--- src/sv/sps_pkg.sv ---
`default_nettype none

package sps_pkg;

    // Field widths
    localparam int MODE_W     = 2;
    localparam int TICK_W     = 16;
    localparam int PHASE_W    = 3;
    localparam int COIL_W     = 4;
    localparam int OP_W       = 2;
    localparam int CFG_ADDR_W = 2;
    localparam int CFG_DATA_W = 16;
    localparam int S_TDATA_W  = 24;
    localparam int M_TDATA_W  = 16;

    // Command codes
    localparam logic [OP_W-1:0] OP_TICK  = 2'd0;
    localparam logic [OP_W-1:0] OP_START = 2'd1;
    localparam logic [OP_W-1:0] OP_ABORT = 2'd2;

    // Register indexes
    localparam logic [CFG_ADDR_W-1:0] REG_MODE       = 2'd0;
    localparam logic [CFG_ADDR_W-1:0] REG_STEP_TICKS = 2'd1;
    localparam logic [CFG_ADDR_W-1:0] REG_OFF_TICKS  = 2'd2;

    // Phase table selection
    localparam logic [MODE_W-1:0] MODE_HALF4 = 2'd0;
    localparam logic [MODE_W-1:0] MODE_FULL4 = 2'd1;
    localparam logic [MODE_W-1:0] MODE_HALF3 = 2'd2;
    localparam logic [MODE_W-1:0] MODE_FULL3 = 2'd3;

    // Register reset values
    localparam logic [TICK_W-1:0] STEP_TICKS_RST = 16'd100;

    // Coil patterns, entry 0 first
    localparam logic [COIL_W-1:0] HALF4_PAT [8] = '{4'd1, 4'd3, 4'd2, 4'd6,
                                                    4'd4, 4'd12, 4'd8, 4'd9};
    localparam logic [COIL_W-1:0] FULL4_PAT [4] = '{4'd1, 4'd2, 4'd4, 4'd8};
    localparam logic [COIL_W-1:0] HALF3_PAT [6] = '{4'd1, 4'd3, 4'd2, 4'd6,
                                                    4'd4, 4'd5};

    // Highest phase index of each table
    function automatic logic [PHASE_W-1:0] phase_last(input logic [MODE_W-1:0] m);
        logic [PHASE_W-1:0] last;
        unique case (m)
            MODE_HALF4: last = 3'd7;
            MODE_FULL4: last = 3'd3;
            MODE_HALF3: last = 3'd5;
            MODE_FULL3: last = 3'd2;
            default:    last = 3'd7;
        endcase
        return last;
    endfunction

    // Coil pattern for a phase; in half3 and full3 an index beyond the table reads entry 0, full4 uses the low two bits
    function automatic logic [COIL_W-1:0] coil_lookup(input logic [MODE_W-1:0]  m,
                                                      input logic [PHASE_W-1:0] ph);
        logic [COIL_W-1:0] pat;
        unique case (m)
            MODE_HALF4: pat = HALF4_PAT[ph];
            MODE_FULL4: pat = FULL4_PAT[ph[1:0]];
            MODE_HALF3: pat = (ph < 3'd6) ? HALF3_PAT[ph] : HALF3_PAT[0];
            MODE_FULL3: pat = (ph < 3'd3) ? FULL4_PAT[ph[1:0]] : FULL4_PAT[0];
            default:    pat = '0;
        endcase
        return pat;
    endfunction

endpackage

`default_nettype wire

--- src/sv/stepper_phase_sequencer.sv ---
`default_nettype none

// A result passes the input register and then the result register before m_tvalid rises;
// while the result register is stalled, the next item waits in the input register.
// Throughput: one item per cycle while m_tready is high; the sequencer state is updated once per item.
// Reset (rst_n low, asynchronous): coils off, phase 0, no run; mode 0 (half4),
// step_ticks 100, off_ticks 0; both pipeline registers empty.
module stepper_phase_sequencer
    import sps_pkg::*;
(
    input  wire logic                  clk,
    input  wire logic                  rst_n,
    // Configuration write port
    input  wire logic                  cfg_wr_en,
    input  wire logic [CFG_ADDR_W-1:0] cfg_addr,
    input  wire logic [CFG_DATA_W-1:0] cfg_wdata,
    // Command stream
    input  wire logic                  s_tvalid,
    output logic                       s_tready,
    input  wire logic [S_TDATA_W-1:0]  s_tdata,   // [15:0] step_count, [16] reverse, [23:17] zero
    input  wire logic [OP_W-1:0]       s_tuser,   // [1:0] opcode
    // Result stream
    output logic                       m_tvalid,
    input  wire logic                  m_tready,
    output logic [M_TDATA_W-1:0]       m_tdata    // [3:0] coils, [4] busy_res, [7:5] phase,
                                                  // [8] done_res, [15:9] zero
);

    // Configuration registers
    logic [MODE_W-1:0] mode_reg;
    logic [TICK_W-1:0] step_ticks_reg;
    logic [TICK_W-1:0] off_ticks_reg;

    // Input register
    logic              in_valid_reg;
    logic [OP_W-1:0]   in_op_reg;
    logic [TICK_W-1:0] in_count_reg;
    logic              in_rev_reg;

    // Sequencer state
    logic [PHASE_W-1:0] phase_reg, phase_next;
    logic [TICK_W-1:0]  steps_left_reg, steps_left_next;
    logic [TICK_W-1:0]  tick_counter_reg, tick_counter_next;
    logic               in_off_reg, in_off_next;
    logic               running_reg, running_next;
    logic               backwards_reg, backwards_next;
    logic [COIL_W-1:0]  coil_reg, coil_next;
    logic               done_next;

    // Result register
    logic               out_valid_reg;
    logic               out_done_reg;

    logic               proc_fire;
    logic               in_fire;
    logic [PHASE_W-1:0] last_ph;
    logic [PHASE_W-1:0] ph_fix;
    logic [PHASE_W-1:0] ph_adv;
    logic [TICK_W-1:0]  steps_dec;
    logic [TICK_W-1:0]  tick_inc;
    logic [TICK_W-1:0]  hold_lim;
    logic               do_advance;

    // Handshake: process when the result register is free or being drained
    assign proc_fire = in_valid_reg && (!out_valid_reg || m_tready);
    assign s_tready  = !in_valid_reg || proc_fire;
    assign in_fire   = s_tvalid && s_tready;

    // Configuration writes
    always_ff @(posedge clk or negedge rst_n)
    begin
        if (!rst_n)
        begin
            mode_reg       <= MODE_HALF4;
            step_ticks_reg <= STEP_TICKS_RST;
            off_ticks_reg  <= '0;
        end
        else if (cfg_wr_en)
        begin
            unique case (cfg_addr)
                REG_MODE:       mode_reg       <= cfg_wdata[MODE_W-1:0];
                REG_STEP_TICKS: step_ticks_reg <= cfg_wdata[TICK_W-1:0];
                REG_OFF_TICKS:  off_ticks_reg  <= cfg_wdata[TICK_W-1:0];
                default: ;
            endcase
        end
    end

    // Capture the incoming transfer
    always_ff @(posedge clk or negedge rst_n)
    begin
        if (!rst_n)
        begin
            in_valid_reg <= 1'b0;
        end
        else if (s_tready)
        begin
            in_valid_reg <= s_tvalid;
        end
    end

    always_ff @(posedge clk)
    begin
        if (in_fire)
        begin
            in_op_reg    <= s_tuser;
            in_count_reg <= s_tdata[TICK_W-1:0];
            in_rev_reg   <= s_tdata[TICK_W];
        end
    end

    // Phase arithmetic shared by start and advance
    always_comb
    begin
        last_ph   = phase_last(mode_reg);
        ph_fix    = (phase_reg > last_ph) ? '0 : phase_reg;
        if (backwards_reg)
            ph_adv = (ph_fix == '0) ? last_ph : ph_fix - 3'd1;
        else
            ph_adv = (ph_fix == last_ph) ? '0 : ph_fix + 3'd1;
        steps_dec = steps_left_reg - 16'd1;
        tick_inc  = tick_counter_reg + 16'd1;
        hold_lim  = (step_ticks_reg == '0) ? 16'd1 : step_ticks_reg;
    end

    // Decode the command and work out the next state
    always_comb
    begin
        phase_next        = phase_reg;
        steps_left_next   = steps_left_reg;
        tick_counter_next = tick_counter_reg;
        in_off_next       = in_off_reg;
        running_next      = running_reg;
        backwards_next    = backwards_reg;
        coil_next         = coil_reg;
        done_next         = 1'b0;
        do_advance        = 1'b0;

        unique case (in_op_reg)
            OP_START:
            begin
                tick_counter_next = '0;
                in_off_next       = 1'b0;
                if (in_count_reg == '0)
                begin
                    done_next       = running_reg;
                    running_next    = 1'b0;
                    coil_next       = '0;
                    phase_next      = '0;
                    steps_left_next = '0;
                end
                else
                begin
                    phase_next      = ph_fix;
                    backwards_next  = in_rev_reg;
                    steps_left_next = in_count_reg;
                    running_next    = 1'b1;
                    coil_next       = coil_lookup(mode_reg, ph_fix);
                end
            end
            OP_ABORT:
            begin
                done_next         = running_reg;
                running_next      = 1'b0;
                steps_left_next   = '0;
                tick_counter_next = '0;
                in_off_next       = 1'b0;
            end
            OP_TICK:
            begin
                if (running_reg)
                begin
                    tick_counter_next = tick_inc;
                    if (!in_off_reg)
                    begin
                        if (tick_inc >= hold_lim)
                        begin
                            if (off_ticks_reg != '0)
                            begin
                                coil_next         = '0;
                                in_off_next       = 1'b1;
                                tick_counter_next = '0;
                            end
                            else
                            begin
                                do_advance = 1'b1;
                            end
                        end
                    end
                    else if (tick_inc >= off_ticks_reg)
                    begin
                        do_advance = 1'b1;
                    end
                end
            end
            default: ;
        endcase

        // Step to the next phase; the last step ends the run
        if (do_advance)
        begin
            phase_next        = ph_adv;
            steps_left_next   = steps_dec;
            tick_counter_next = '0;
            in_off_next       = 1'b0;
            if (steps_dec == '0)
            begin
                running_next = 1'b0;
                done_next    = 1'b1;
            end
            else
            begin
                coil_next = coil_lookup(mode_reg, ph_adv);
            end
        end
    end

    // Commit the state once per processed item
    always_ff @(posedge clk or negedge rst_n)
    begin
        if (!rst_n)
        begin
            phase_reg        <= '0;
            steps_left_reg   <= '0;
            tick_counter_reg <= '0;
            in_off_reg       <= 1'b0;
            running_reg      <= 1'b0;
            backwards_reg    <= 1'b0;
            coil_reg         <= '0;
        end
        else if (proc_fire)
        begin
            phase_reg        <= phase_next;
            steps_left_reg   <= steps_left_next;
            tick_counter_reg <= tick_counter_next;
            in_off_reg       <= in_off_next;
            running_reg      <= running_next;
            backwards_reg    <= backwards_next;
            coil_reg         <= coil_next;
        end
    end

    // Result register
    always_ff @(posedge clk or negedge rst_n)
    begin
        if (!rst_n)
        begin
            out_valid_reg <= 1'b0;
        end
        else if (proc_fire)
        begin
            out_valid_reg <= 1'b1;
        end
        else if (m_tready)
        begin
            out_valid_reg <= 1'b0;
        end
    end

    always_ff @(posedge clk)
    begin
        if (proc_fire)
        begin
            out_done_reg <= done_next;
        end
    end

    // The state registers double as the result payload
    assign m_tvalid = out_valid_reg;
    assign m_tdata  = {7'd0, out_done_reg, phase_reg, running_reg, coil_reg};

    // A finished run never reports busy
    a_done_not_busy: assert property (@(posedge clk) disable iff (!rst_n)
        out_valid_reg && out_done_reg |-> !running_reg)
        else $error("done reported while still running");

    // A run always has steps left
    a_running_steps: assert property (@(posedge clk) disable iff (!rst_n)
        running_reg |-> steps_left_reg != '0)
        else $error("running with no steps left");

    // Off period only within a run
    a_off_in_run: assert property (@(posedge clk) disable iff (!rst_n)
        in_off_reg |-> running_reg)
        else $error("off period outside a run");

    // Idle keeps the tick counter clear
    a_idle_tick: assert property (@(posedge clk) disable iff (!rst_n)
        !running_reg |-> tick_counter_reg == '0)
        else $error("tick counter moved while idle");

    // A start with a non-zero count begins a run
    a_start_runs: assert property (@(posedge clk) disable iff (!rst_n)
        proc_fire && in_op_reg == OP_START && in_count_reg != '0 |=> running_reg)
        else $error("start did not begin a run");

endmodule

`default_nettype wire
--- config.mk ---
export PLATFORM = sky130hd
export DESIGN_NAME = stepper_phase_sequencer
export DESIGN_NICKNAME = d
export VERILOG_FILES = /design/src/sv/sps_pkg.sv /design/src/sv/stepper_phase_sequencer.sv
export SDC_FILE = /design/constraint.sdc
export NUM_CORES = 1
export LEC_CHECK = 0
export BUFFER_PORTS_ARGS = -buffer_cell sky130_fd_sc_hd__buf_2
export CELL_PAD_IN_SITES_DETAIL_PLACEMENT = 0
export CELL_PAD_IN_SITES_GLOBAL_PLACEMENT = 2
export CORE_MARGIN = 2
export CORE_UTILIZATION = 41
export DETAILED_ROUTE_END_ITERATION = 10
export PLACE_DENSITY = 0.95
export SYNTH_ARGS = -nofsm -noshare
export SYNTH_HDL_FRONTEND = slang
export SYNTH_SLANG_ARGS = --single-unit
export TNS_END_PERCENT = 10
--- constraint.sdc ---
create_clock -name clk -period 10.7 [get_ports clk]
set_input_delay 1.605 -clock clk [delete_from_list [all_inputs] [get_ports clk]]
set_output_delay 1.605 -clock clk [all_outputs]
set_load 0.05 [all_outputs]
==> flow_metrics.py, run 1 <==
metrics = {
    "layout": {
        "ff_latch_area_um2": 2560,
        "drive_gt1_frac": 0.180,
        "layout.nets": 774,
        "syn_to_final_growth_pct": 10.2,
        "multi_input_area_um2": 3320,
        "diodes": 0,
        "fillers": 1413,
        "final_core_util": 0.457,
        "fin_area_um2": 6870,
    },
    "cts": {
        "clk_pin_slew_ns": 0.07,
        "cts_tree": "built",
        "cts_setup_buffers": 0,
        "clock_sinks": 98,
        "cts_buffer_depth": 2,
        "numCtsBuffers": 9,
        "clkLatencyLatePin_ns": 0.35,
        "cts_root_buffer": "clkbuf_16",
        "cts.hold.buffers_added": 0,
        "ctsResizeCount": 0,
        "cts-htree-levels": 3,
    },
    "timing": {
        "hold_violations": 0,
        "slew_headroom": 0.319,
        "worst_pin_slew_ns": 1.02,
        "finalCritPeriodShare": 0.511,
        "worst_hold_slack_ns": 0.481,
        "tns_ns": 0,
        "rsz0062_at_grt": "false",
        "fin_skew_ns": 0.0112,
        "max_freq_mhz": 183,
        "maxSlewViolCount": 0,
        "finalCriticalPeriod_ns": 5.46,
        "finalSetupViolCount": 0,
    },
    "floorplan": {
        "dieArea_um2": 16200,
        "fp.dieW_um": 127,
        "die_height_um": 127,
        "ioPinCount": 67,
        "start_util": 0.414,
        "core_um2": 15000,
        "rows": 45,
    },
    "global_route": {
        "gr-total-overflow": 0,
        "grt.total_usage": 0.184,
        "grt_pass1_vias": 4920,
        "grt_pass1_wl_um": 24100,
        "grt_max_degree": 79,
        "grt_antenna_before_repair": 0,
    },
    "placed_design": {
        "place_area_um2": 6570,
        "io_buffers": 52,
        "hpwlAfterDp_um": 10600,
        "finalWeightedCongestion": 0.847,
    },
    "drt": {
        "first_pass_iters": 4,
        "drc": 0,
        "vias": 4861,
        "vias_per_cell": 5.59,
        "drt-initial-drc-count": 297,
        "wirelength_um": 14300,
        "ant_nets": 0,
        "post_drt_wl_per_cell_um": 16.5,
    },
    "critical_path": {
        "crit_required_ns": 10.95,
        "endpoint_kind": "register",
        "cp_max_fo": 26,
        "cp.arrival_ns": 5.71,
        "critPathLaunchType": "register",
        "criticalPathCategory": "reg -> reg",
    },
    "yosys": {
        "netlist_area_um2": 6230,
        "ys_ff_latch": 98,
        "async_flop_share": 0.796,
        "ys.flop_type": "dfrtp_1",
        "syn_inst": 643,
        "ys_warn_count": 0,
        "syn_area_per_cell_um2": 9.69,
        "synth_edf_count": 20,
        "ys_seq_area_frac": 0.410,
        "yosysUniqueCellTypes": 80,
    },
    "job": {
        "max-cap-violations": 0,
    },
    "pwr": {
        "total_power_w": 0.00108,
        "ir_drop_uv": 88.3,
        "p_leak_nw": 3.09,
        "p_per_area_nw_per_um2": 157,
    },
    "hold_path": {
        "hp-class": "reg -> reg",
    },
    "run_status": {
        "status": "finished clean",
    },
}
## worst max-delay path: stages, from the launching register on
cell	delay (ns)
dfrtp_1	0.48
ha_1	0.27
nand3_1	0.23
nor2_1	0.28
and4_1	0.25
xor2_1	0.43
ha_1	0.36
and4_1	0.24
nand4_1	0.11
a31oi_1	0.05
o311ai_1	0.47
or2_1	0.77
nand3_1	0.73
or4_1	0.61
o221ai_1	0.08
## metrics by stage
step                setup slack, ns  instances
detailed placement             5.31        854
global placement               5.39        854
floorplan                      7.01        649
finish                         5.24        870
CTS                            5.30        870
global route                   4.76        870
## area by class of cell
cell class / instances / area share
Multi-Input combinational cell: 464 / 0.483
Clock buffer: 12 / 0.0364
Clock inverter: 4 / 0.00729
Timing Repair Buffer: 53 / 0.0393
Inverter: 51 / 0.0279
Sequential cell: 98 / 0.372
Tap cell: 188 / 0.0342
## power breakdown
group	internal [W]	switching (W)	leakage [nW]
combinational	0.000108	0.000138	1.78
clock	0.000191	0.000141	0.151
sequential	0.000437	0.0000656	1.16
## final timing paths
kind                                           from  slack (ns)  cells after the start                  end
min in group asynchronous                     rst_n        1.43                      1    steps_left_reg[4]
max in group asynchronous                     rst_n        8.61                      1    step_ticks_reg[7]
worst max register to register  tick_counter_reg[0]        5.24                     14  tick_counter_reg[4]
worst max-delay path            tick_counter_reg[0]        5.24                     14  tick_counter_reg[4]
worst min-delay path                     in_rev_reg        0.48                      2        backwards_reg
worst min register to register           in_rev_reg        0.48                      2        backwards_reg
## metal layers
| layer | vias to the layer above | share of wire | GRT usage |
|---|---|---|---|
| met3 | 27 | 0.025 | 0.0306 |
| li1 | 2388 | - | - |
| met1 | 2367 | 0.46 | 0.235 |
| met2 | 79 | 0.49 | 0.312 |
| met4 | 0 | 0.027 | 0.0718 |
| met5 | - | 0 | 0 |
## synthesized netlist by cell type, types with 10 or more instances
cell type	count	area, um2
dfrtp_1	75	1880
nand2_1	50	188
inv_1	49	184
ha_1	48	601
nor2_1	45	169
a21oi_1	36	180
mux2_2	35	394
o21ai_1	29	145
clkbuf_1	20	75.1
edfxtp_1	20	601
a31oi_1	15	93.8
nand4_1	14	87.6
o21ai_0	14	70.1
nand3_1	13	65.1
nor4_1	12	75.1
xnor2_1	10	87.6
## cells by family after synthesis
family	Yosys count	synth area share
AND/OR/NAND/NOR	196	0.167
AO/OA/AOI/OAI	157	0.171
flip-flops	98	0.410
buffers and inverters	87	0.0612
adder cells (fa/ha/maj)	48	0.0964
multiplexers	38	0.0683
XOR/XNOR	18	0.0253
other	1	0.000602
## cell usage in the layout, fill, tap and decap left out, drive strengths merged, types with 4 or more instances in the layout
cell type,Yosys,final
a21o,6,6
a21oi,36,36
a22o,4,4
a31oi,15,15
a32o,5,5
and3,8,8
buf,16,53
clkbuf,20,12
conb,1,7
dfrtp,75,75
edfxtp,20,20
ha,48,48
inv,51,52
mux2,36,36
nand2,50,50
nand2b,8,8
nand3,13,13
nand3b,5,5
nand4,14,14
nor2,46,46
nor2b,9,9
nor3,5,5
nor4,13,13
o21ai,43,43
o22a,9,9
o31ai,5,5
or2,4,4
or3,5,5
xnor2,10,10
xor2,8,8
(Power assumes the default switching activity.)
==> run 2: changes to the inputs <==
ABC_AREA = 1   (was unset)
CORE_UTILIZATION = 35   (was 41)
PLACE_DENSITY = 0.91   (was 0.95)
clock period = 5.24 ns   (was 10.7 ns; I/O delays follow)
==> run 2 against run 1 <==
Cell count up 26%. Non-clock buffer count up 2. Synthesized area up 3.1%. Setup slack worse by 4.3 ns. Clock skew about the same. Clock power up 98%. Wire length down 1.1%. Highest routed layer unchanged.
==> flow_metrics.py, run 2 <==
metrics = {
    "timing": {
        "finalCriticalPeriod_ns": 4.30,
        "finalCritPeriodShare": 0.821,
        "rsz0062_at_grt": "false",
        "tns_ns": 0,
        "fin_skew_ns": 0.0117,
        "finalSetupViolCount": 0,
        "hold_violations": 0,
        "slew_headroom": 0.296,
        "fin_ws_ns": 0.938,
        "worst_pin_slew_ns": 1.05,
        "maxSlewViolCount": 0,
        "max_freq_mhz": 232,
    },
    "yosys": {
        "ys_ff_latch": 98,
        "syn_area_per_cell_um2": 7.84,
        "ys_warn_count": 0,
        "synth_common_cells": "nand2_1 (172), inv_1 (132), o21ai_0 (85)",
        "ys_seq_area_frac": 0.398,
        "netlist_area_um2": 6420,
        "synthDominantCellAreaShare": 0.292,
        "yosysUniqueCellTypes": 42,
        "ys.flop_type": "dfrtp_1",
        "synth_edf_count": 20,
        "synth.most_common_cell": "nand2_1",
        "synth_area_leaders": "dfrtp_1 (29%), nand2_1 (10%), edfxtp_1 (9.3%), ha_1 (9.3%), inv_1 (7.7%)",
        "async_flop_share": 0.796,
        "yosysTopAreaCell": "dfrtp_1",
        "syn_inst": 819,
    },
    "cts": {
        "cts-htree-levels": 3,
        "cts.hold.buffers_added": 0,
        "ctsResizeCount": 0,
        "cts_tree": "built",
        "clk_pin_slew_ns": 0.07,
        "clkLatencyLatePin_ns": 0.35,
        "cts_buffer_depth": 2,
        "clock_sinks": 98,
        "numCtsBuffers": 9,
        "cts_root_buffer": "clkbuf_16",
        "cts_setup_buffers": 0,
    },
    "floorplan": {
        "start_util": 0.358,
        "ioPinCount": 67,
        "core_um2": 18000,
        "rows": 49,
        "fp.dieW_um": 139,
        "die_height_um": 139,
        "dieArea_um2": 19500,
    },
    "drt": {
        "first_pass_iters": 5,
        "drt-initial-drc-count": 214,
        "drc": 0,
        "vias": 5120,
        "vias_per_cell": 4.68,
        "wirelength_um": 14200,
        "post_drt_wl_per_cell_um": 12.9,
        "ant_nets": 0,
    },
    "critical_path": {
        "endpoint_kind": "register",
        "crit_required_ns": 5.49,
        "cp_slowest_cell": "dfrtp_1",
        "crit_chain": "ha_1 > nand3_1 > nor2_1 > nand3_1 > nor2_1 > nand2_1 > nor3_1 > nand3_1 > xor2_1 > inv_1 > ha_1 > nand2_1 > inv_1 > nand3_1 > inv_1 > a21oi_1 > nand3_1 > nand3_1 > nand2_1 > nand3_1 > buf_4 > nand3_1 > or2_2 > o21ai_0",
        "crit_family": "simple AND/OR/NAND/NOR gates",
        "critPathLaunchType": "register",
        "cp_num_buf_inv": 4,
        "crit_path_frequent_cell": "nand3_1",
        "cp_max_fo": 38,
        "criticalPathCategory": "reg -> reg",
        "cpPeakStageDelay_ns": 0.46,
        "cp.arrival_ns": 4.56,
    },
    "pwr": {
        "total_power_w": 0.00245,
        "p_leak_nw": 3.55,
        "p_per_area_nw_per_um2": 344,
        "ir_drop_uv": 182,
    },
    "placed_design": {
        "io_buffers": 52,
        "finalWeightedCongestion": 0.851,
        "dp_slack_ns": 0.893,
        "hpwlAfterDp_um": 10900,
    },
    "layout": {
        "layout.nets": 956,
        "syn_to_final_growth_pct": 10.9,
        "final_common_cell": "nand2_1",
        "drive_gt1_frac": 0.131,
        "fillers": 1874,
        "mostFrequentLayoutCells": "nand2_1 (172), inv_1 (132), o21ai_0 (85)",
        "diodes": 0,
        "final_core_util": 0.396,
    },
    "global_route": {
        "grt_max_degree": 79,
        "grt_pass1_vias": 4921,
        "gr-total-overflow": 0,
        "grt_antenna_before_repair": 0,
        "grt.total_usage": 0.152,
        "grt_pass1_wl_um": 24300,
    },
    "job": {
        "max-cap-violations": 0,
    },
    "hold_path": {
        "hp-class": "reg -> reg",
    },
    "run_status": {
        "status": "finished clean",
    },
}
[run 2: area by class of cell]
cell class | count | area [um2] | share of cell area
clock buffers | 9 | 225 | 0.0316
clock inverters | 7 | 70.1 | 0.00984
inverters | 137 | 519 | 0.0729
multi-input cells | 558 | 3180 | 0.446
flip-flops and latches | 98 | 2560 | 0.359
well taps | 229 | 287 | 0.0402
repair buffers | 55 | 285 | 0.0401
[run 2: worst register-to-register path: cells and delay by family (launching register included)]
family / cells / cell delay [ns]
AND/OR/NAND/NOR: 15 / 2.17
adder cells (fa/ha/maj): 2 / 0.51
buffers and inverters: 4 / 0.51
flip-flops: 1 / 0.46
AO/OA/AOI/OAI: 2 / 0.38
XOR/XNOR: 1 / 0.21
[run 2: cell families (layout without fill, tap and decap cells)]
| logic type | count (synthesis) | count (layout) | synth area share |
|---|---|---|---|
| other cells | 1 | 7 | 0.000584 |
| compound gates | 134 | 134 | 0.115 |
| flops | 98 | 98 | 0.398 |
| simple gates | 343 | 343 | 0.246 |
| xor+xnor | 25 | 25 | 0.0341 |
| buf+inv | 169 | 208 | 0.111 |
| fa+ha+maj | 48 | 48 | 0.0935 |
| mux | 1 | 1 | 0.00175 |
[run 2: layer usage]
metal | share of wire | vias to the layer above | wire length (um) | global-route usage
met2 | 0.42 | 67 | 5970 | 0.225
met5 | 0 | - | 0 | 0
met1 | 0.55 | 2305 | 7720 | 0.233
met4 | 0.0062 | 0 | 88 | 0.0335
li1 | - | 2744 | - | -
met3 | 0.027 | 4 | 384 | 0.0258
[run 2: per-stage QoR]
stage          cells  area [um2]  hold WS, ns
6_report        1093        7120        0.486
5_1_grt         1093        7120        0.522
4_1_cts         1093        7120        0.490
3_5_place_dp    1077        6830        0.474
3_3_place_gp    1077        6830        0.467
2_1_floorplan    825        6450        0.453
[run 2: final timing paths]
kind,start,end,slack [ns],cells after the start
max reg2reg,tick_counter_reg[0],tick_counter_reg[1],0.94,24
max,tick_counter_reg[0],tick_counter_reg[1],0.94,24
min reg2reg,off_ticks_reg[12],off_ticks_reg[12],0.49,2
min,off_ticks_reg[12],off_ticks_reg[12],0.49,2
max in group asynchronous,rst_n,tick_counter_reg[14],3.99,1
min in group asynchronous,rst_n,step_ticks_reg[12],0.61,1
[run 2: power breakdown]
| group | internal [W] | switching [W] |
|---|---|---|
| Clock | 0.000369 | 0.000285 |
| Combinational | 0.000258 | 0.000499 |
| Sequential | 0.000904 | 0.000133 |
==> run 3: changes to the inputs <==
ABC_AREA = 0   (was 1)
CORE_UTILIZATION = 34   (was 35)
PLACE_DENSITY = 0.87   (was 0.91)
clock period = 3.74 ns   (was 5.24 ns; I/O delays follow)
==> run 3 against run 2 <==
The run now ends with setup timing left. Die area is 0.14% lower. Critical path type unchanged. Sequential cell count stayed put. Register-to-register slack worse by 0.98 ns. Hold slack worse by 0.14 ns. Core utilization is 1.8 points higher. Via count is 0.53% lower. Clock power is 44% higher. Count of clock-buffer cells in the layout is 1 higher. Total power is 30% higher. Highest routed layer unchanged. Global-route usage is 1.1 points higher. Sequential share of layout area is 1.6 points lower.
==> flow_metrics.py, run 3 (synthesized netlist as in run 1, its figures left out) <==
metrics = {
    "drt": {
        "drc": 0,
        "drt-initial-drc-count": 202,
        "wirelength_um": 15400,
        "post_drt_wl_per_cell_um": 16.1,
        "vias_per_cell": 5.32,
        "first_pass_iters": 4,
        "ant_nets": 0,
        "vias": 5093,
    },
    "critical_path": {
        "startpoint": "tick_counter_reg[3]",
        "criticalPathCategory": "reg -> reg",
        "rr_endpoint": "coil_reg[0]",
        "cp_slowest_cell": "o21ai_0",
        "endpoint_kind": "register",
        "rr_startpoint": "tick_counter_reg[3]",
        "crit_required_ns": 3.97,
        "cpPeakStageDelay_ns": 0.56,
        "cp_max_fo": 4,
        "cp.arrival_ns": 4.02,
        "cp_num_buf_inv": 1,
        "r2r_cells": 14,
        "crit_chain": "nand4_1 > nor2_2 > and3_4 > and3_4 > xor2_2 > buf_4 > ha_1 > nand2_1 > o21ai_0 > o31ai_4 > or3_4 > a31o_1 > a32o_1 > or3_1",
        "crit_family": "simple AND/OR/NAND/NOR gates",
        "critPathLaunchType": "register",
        "rrSetupSlack_ns": -0.05,
        "crit_path_frequent_cell": "and3_4",
    },
    "cts": {
        "numCtsBuffers": 9,
        "clk_pin_slew_ns": 0.07,
        "cts_tree": "built",
        "clock_sinks": 98,
        "cts_root_buffer": "clkbuf_16",
        "cts-htree-levels": 3,
        "cts.hold.buffers_added": 0,
        "clkLatencyLatePin_ns": 0.35,
        "cts_buffer_depth": 2,
    },
    "hold_path": {
        "hp-class": "in -> async",
    },
    "timing": {
        "maxSlewViolCount": 0,
        "fin_skew_ns": 0.00955,
        "max_freq_mhz": 264,
        "finalSetupViolCount": 1,
        "finalCritPeriodShare": 1.01,
        "worst_pin_slew_ns": 1.03,
        "rsz0062_at_grt": "true",
        "finalCriticalPeriod_ns": 3.79,
        "tns_ns": -0.0452,
        "hold_violations": 0,
        "slew_headroom": 0.308,
        "fin_ws_ns": -0.0452,
    },
    "pwr": {
        "ir_drop_uv": 350,
        "p_per_area_nw_per_um2": 426,
        "total_power_w": 0.00317,
        "p_leak_nw": 3.35,
    },
    "layout": {
        "multi_input_area_um2": 3480,
        "fillers": 1753,
        "final_core_util": 0.415,
        "final_common_cell": "dfrtp_1",
        "drive_gt1_frac": 0.262,
        "layout.nets": 821,
        "mostFrequentLayoutCells": "dfrtp_1 (75), buf_2 (51), nand2_1 (50)",
        "ff_latch_area_um2": 2560,
        "syn_to_final_growth_pct": 19.5,
        "diodes": 0,
        "fin_area_um2": 7450,
    },
    "floorplan": {
        "ioPinCount": 67,
        "die_height_um": 139,
        "fp.dieW_um": 139,
        "dieArea_um2": 19400,
        "core_um2": 18000,
        "rows": 49,
        "start_util": 0.347,
    },
    "global_route": {
        "grt.total_usage": 0.163,
        "grt_antenna_before_repair": 0,
        "gr-total-overflow": 0,
        "grt_pass1_vias": 5136,
        "grt_max_degree": 79,
        "grt_pass1_wl_um": 25900,
    },
    "placed_design": {
        "io_buffers": 52,
        "dp_slack_ns": -0.162,
        "place_area_um2": 6920,
        "hpwlAfterDp_um": 11600,
        "finalWeightedCongestion": 0.899,
    },
    "run_status": {
        "status": "finished, violations left",
        "failed_checks": "setup timing",
    },
    "job": {
        "max-cap-violations": 0,
    },
}
==> run 3: cell count changes in the layout (fill, tap and decap cells not counted), sizes merged, moves of 14 or more <==
cell,change
nand2,-141
inv,-83
nand3,-54
o21ai,-46
buf,+45
mux2,+35
xor2,-15
a31oi,+14
==> run 3: timing repair <==
item                                    in CTS  in global routing
pin swaps                                    0                  5
setup buffers                                0                  9
resized for setup                            8                 21
endpoints found under the setup margin      22                 37
==> run 3: through the flow <==
stage,hold WS (ns),instances
3_5_place_dp,0.466,933
4_1_cts,0.363,949
5_1_grt,0.363,958
6_report,0.344,958
2_1_floorplan,0.265,649
3_3_place_gp,0.465,933
==> run 3: worst max path at each step <==
stage,to,slack (ns),depth (start not counted)
after floorplan,coil_reg[2],0.06,17
after global placement,tick_counter_reg[4],-0.02,16
after detailed placement,tick_counter_reg[4],-0.16,16
after CTS,coil_reg[0],-0.004,15
after global routing,coil_reg[0],-0.16,14
final,coil_reg[0],-0.05,14
==> run 3: layout make-up <==
cell class                 instances  share of cell area
clock buffer                      10              0.0307
tap                              229              0.0385
sequential                        98               0.343
clock inverter                     6             0.00857
multi-input combinational        464               0.467
timing repair buffer             100              0.0863
inverter                          51              0.0257
==> run 3: report_power, final <==
part | switching (W) | leakage (nW) | internal (W) | total, W
registers | 0.000168 | 1.16 | 0.00125 | 0.00142
clock network | 0.000418 | 0.147 | 0.000521 | 0.000939
logic | 0.000443 | 2.04 | 0.000374 | 0.000817
==> run 3: layer usage <==
| layer | wire length, um | GRT usage | share of wire | vias to the layer above |
|---|---|---|---|---|
| met1 | 6970 | 0.214 | 0.45 | 2502 |
| met5 | 0 | 0 | 0 | - |
| met3 | 433 | 0.0323 | 0.028 | 24 |
| met2 | 7720 | 0.273 | 0.50 | 86 |
| li1 | - | - | - | 2481 |
| met4 | 275 | 0.0478 | 0.018 | 0 |
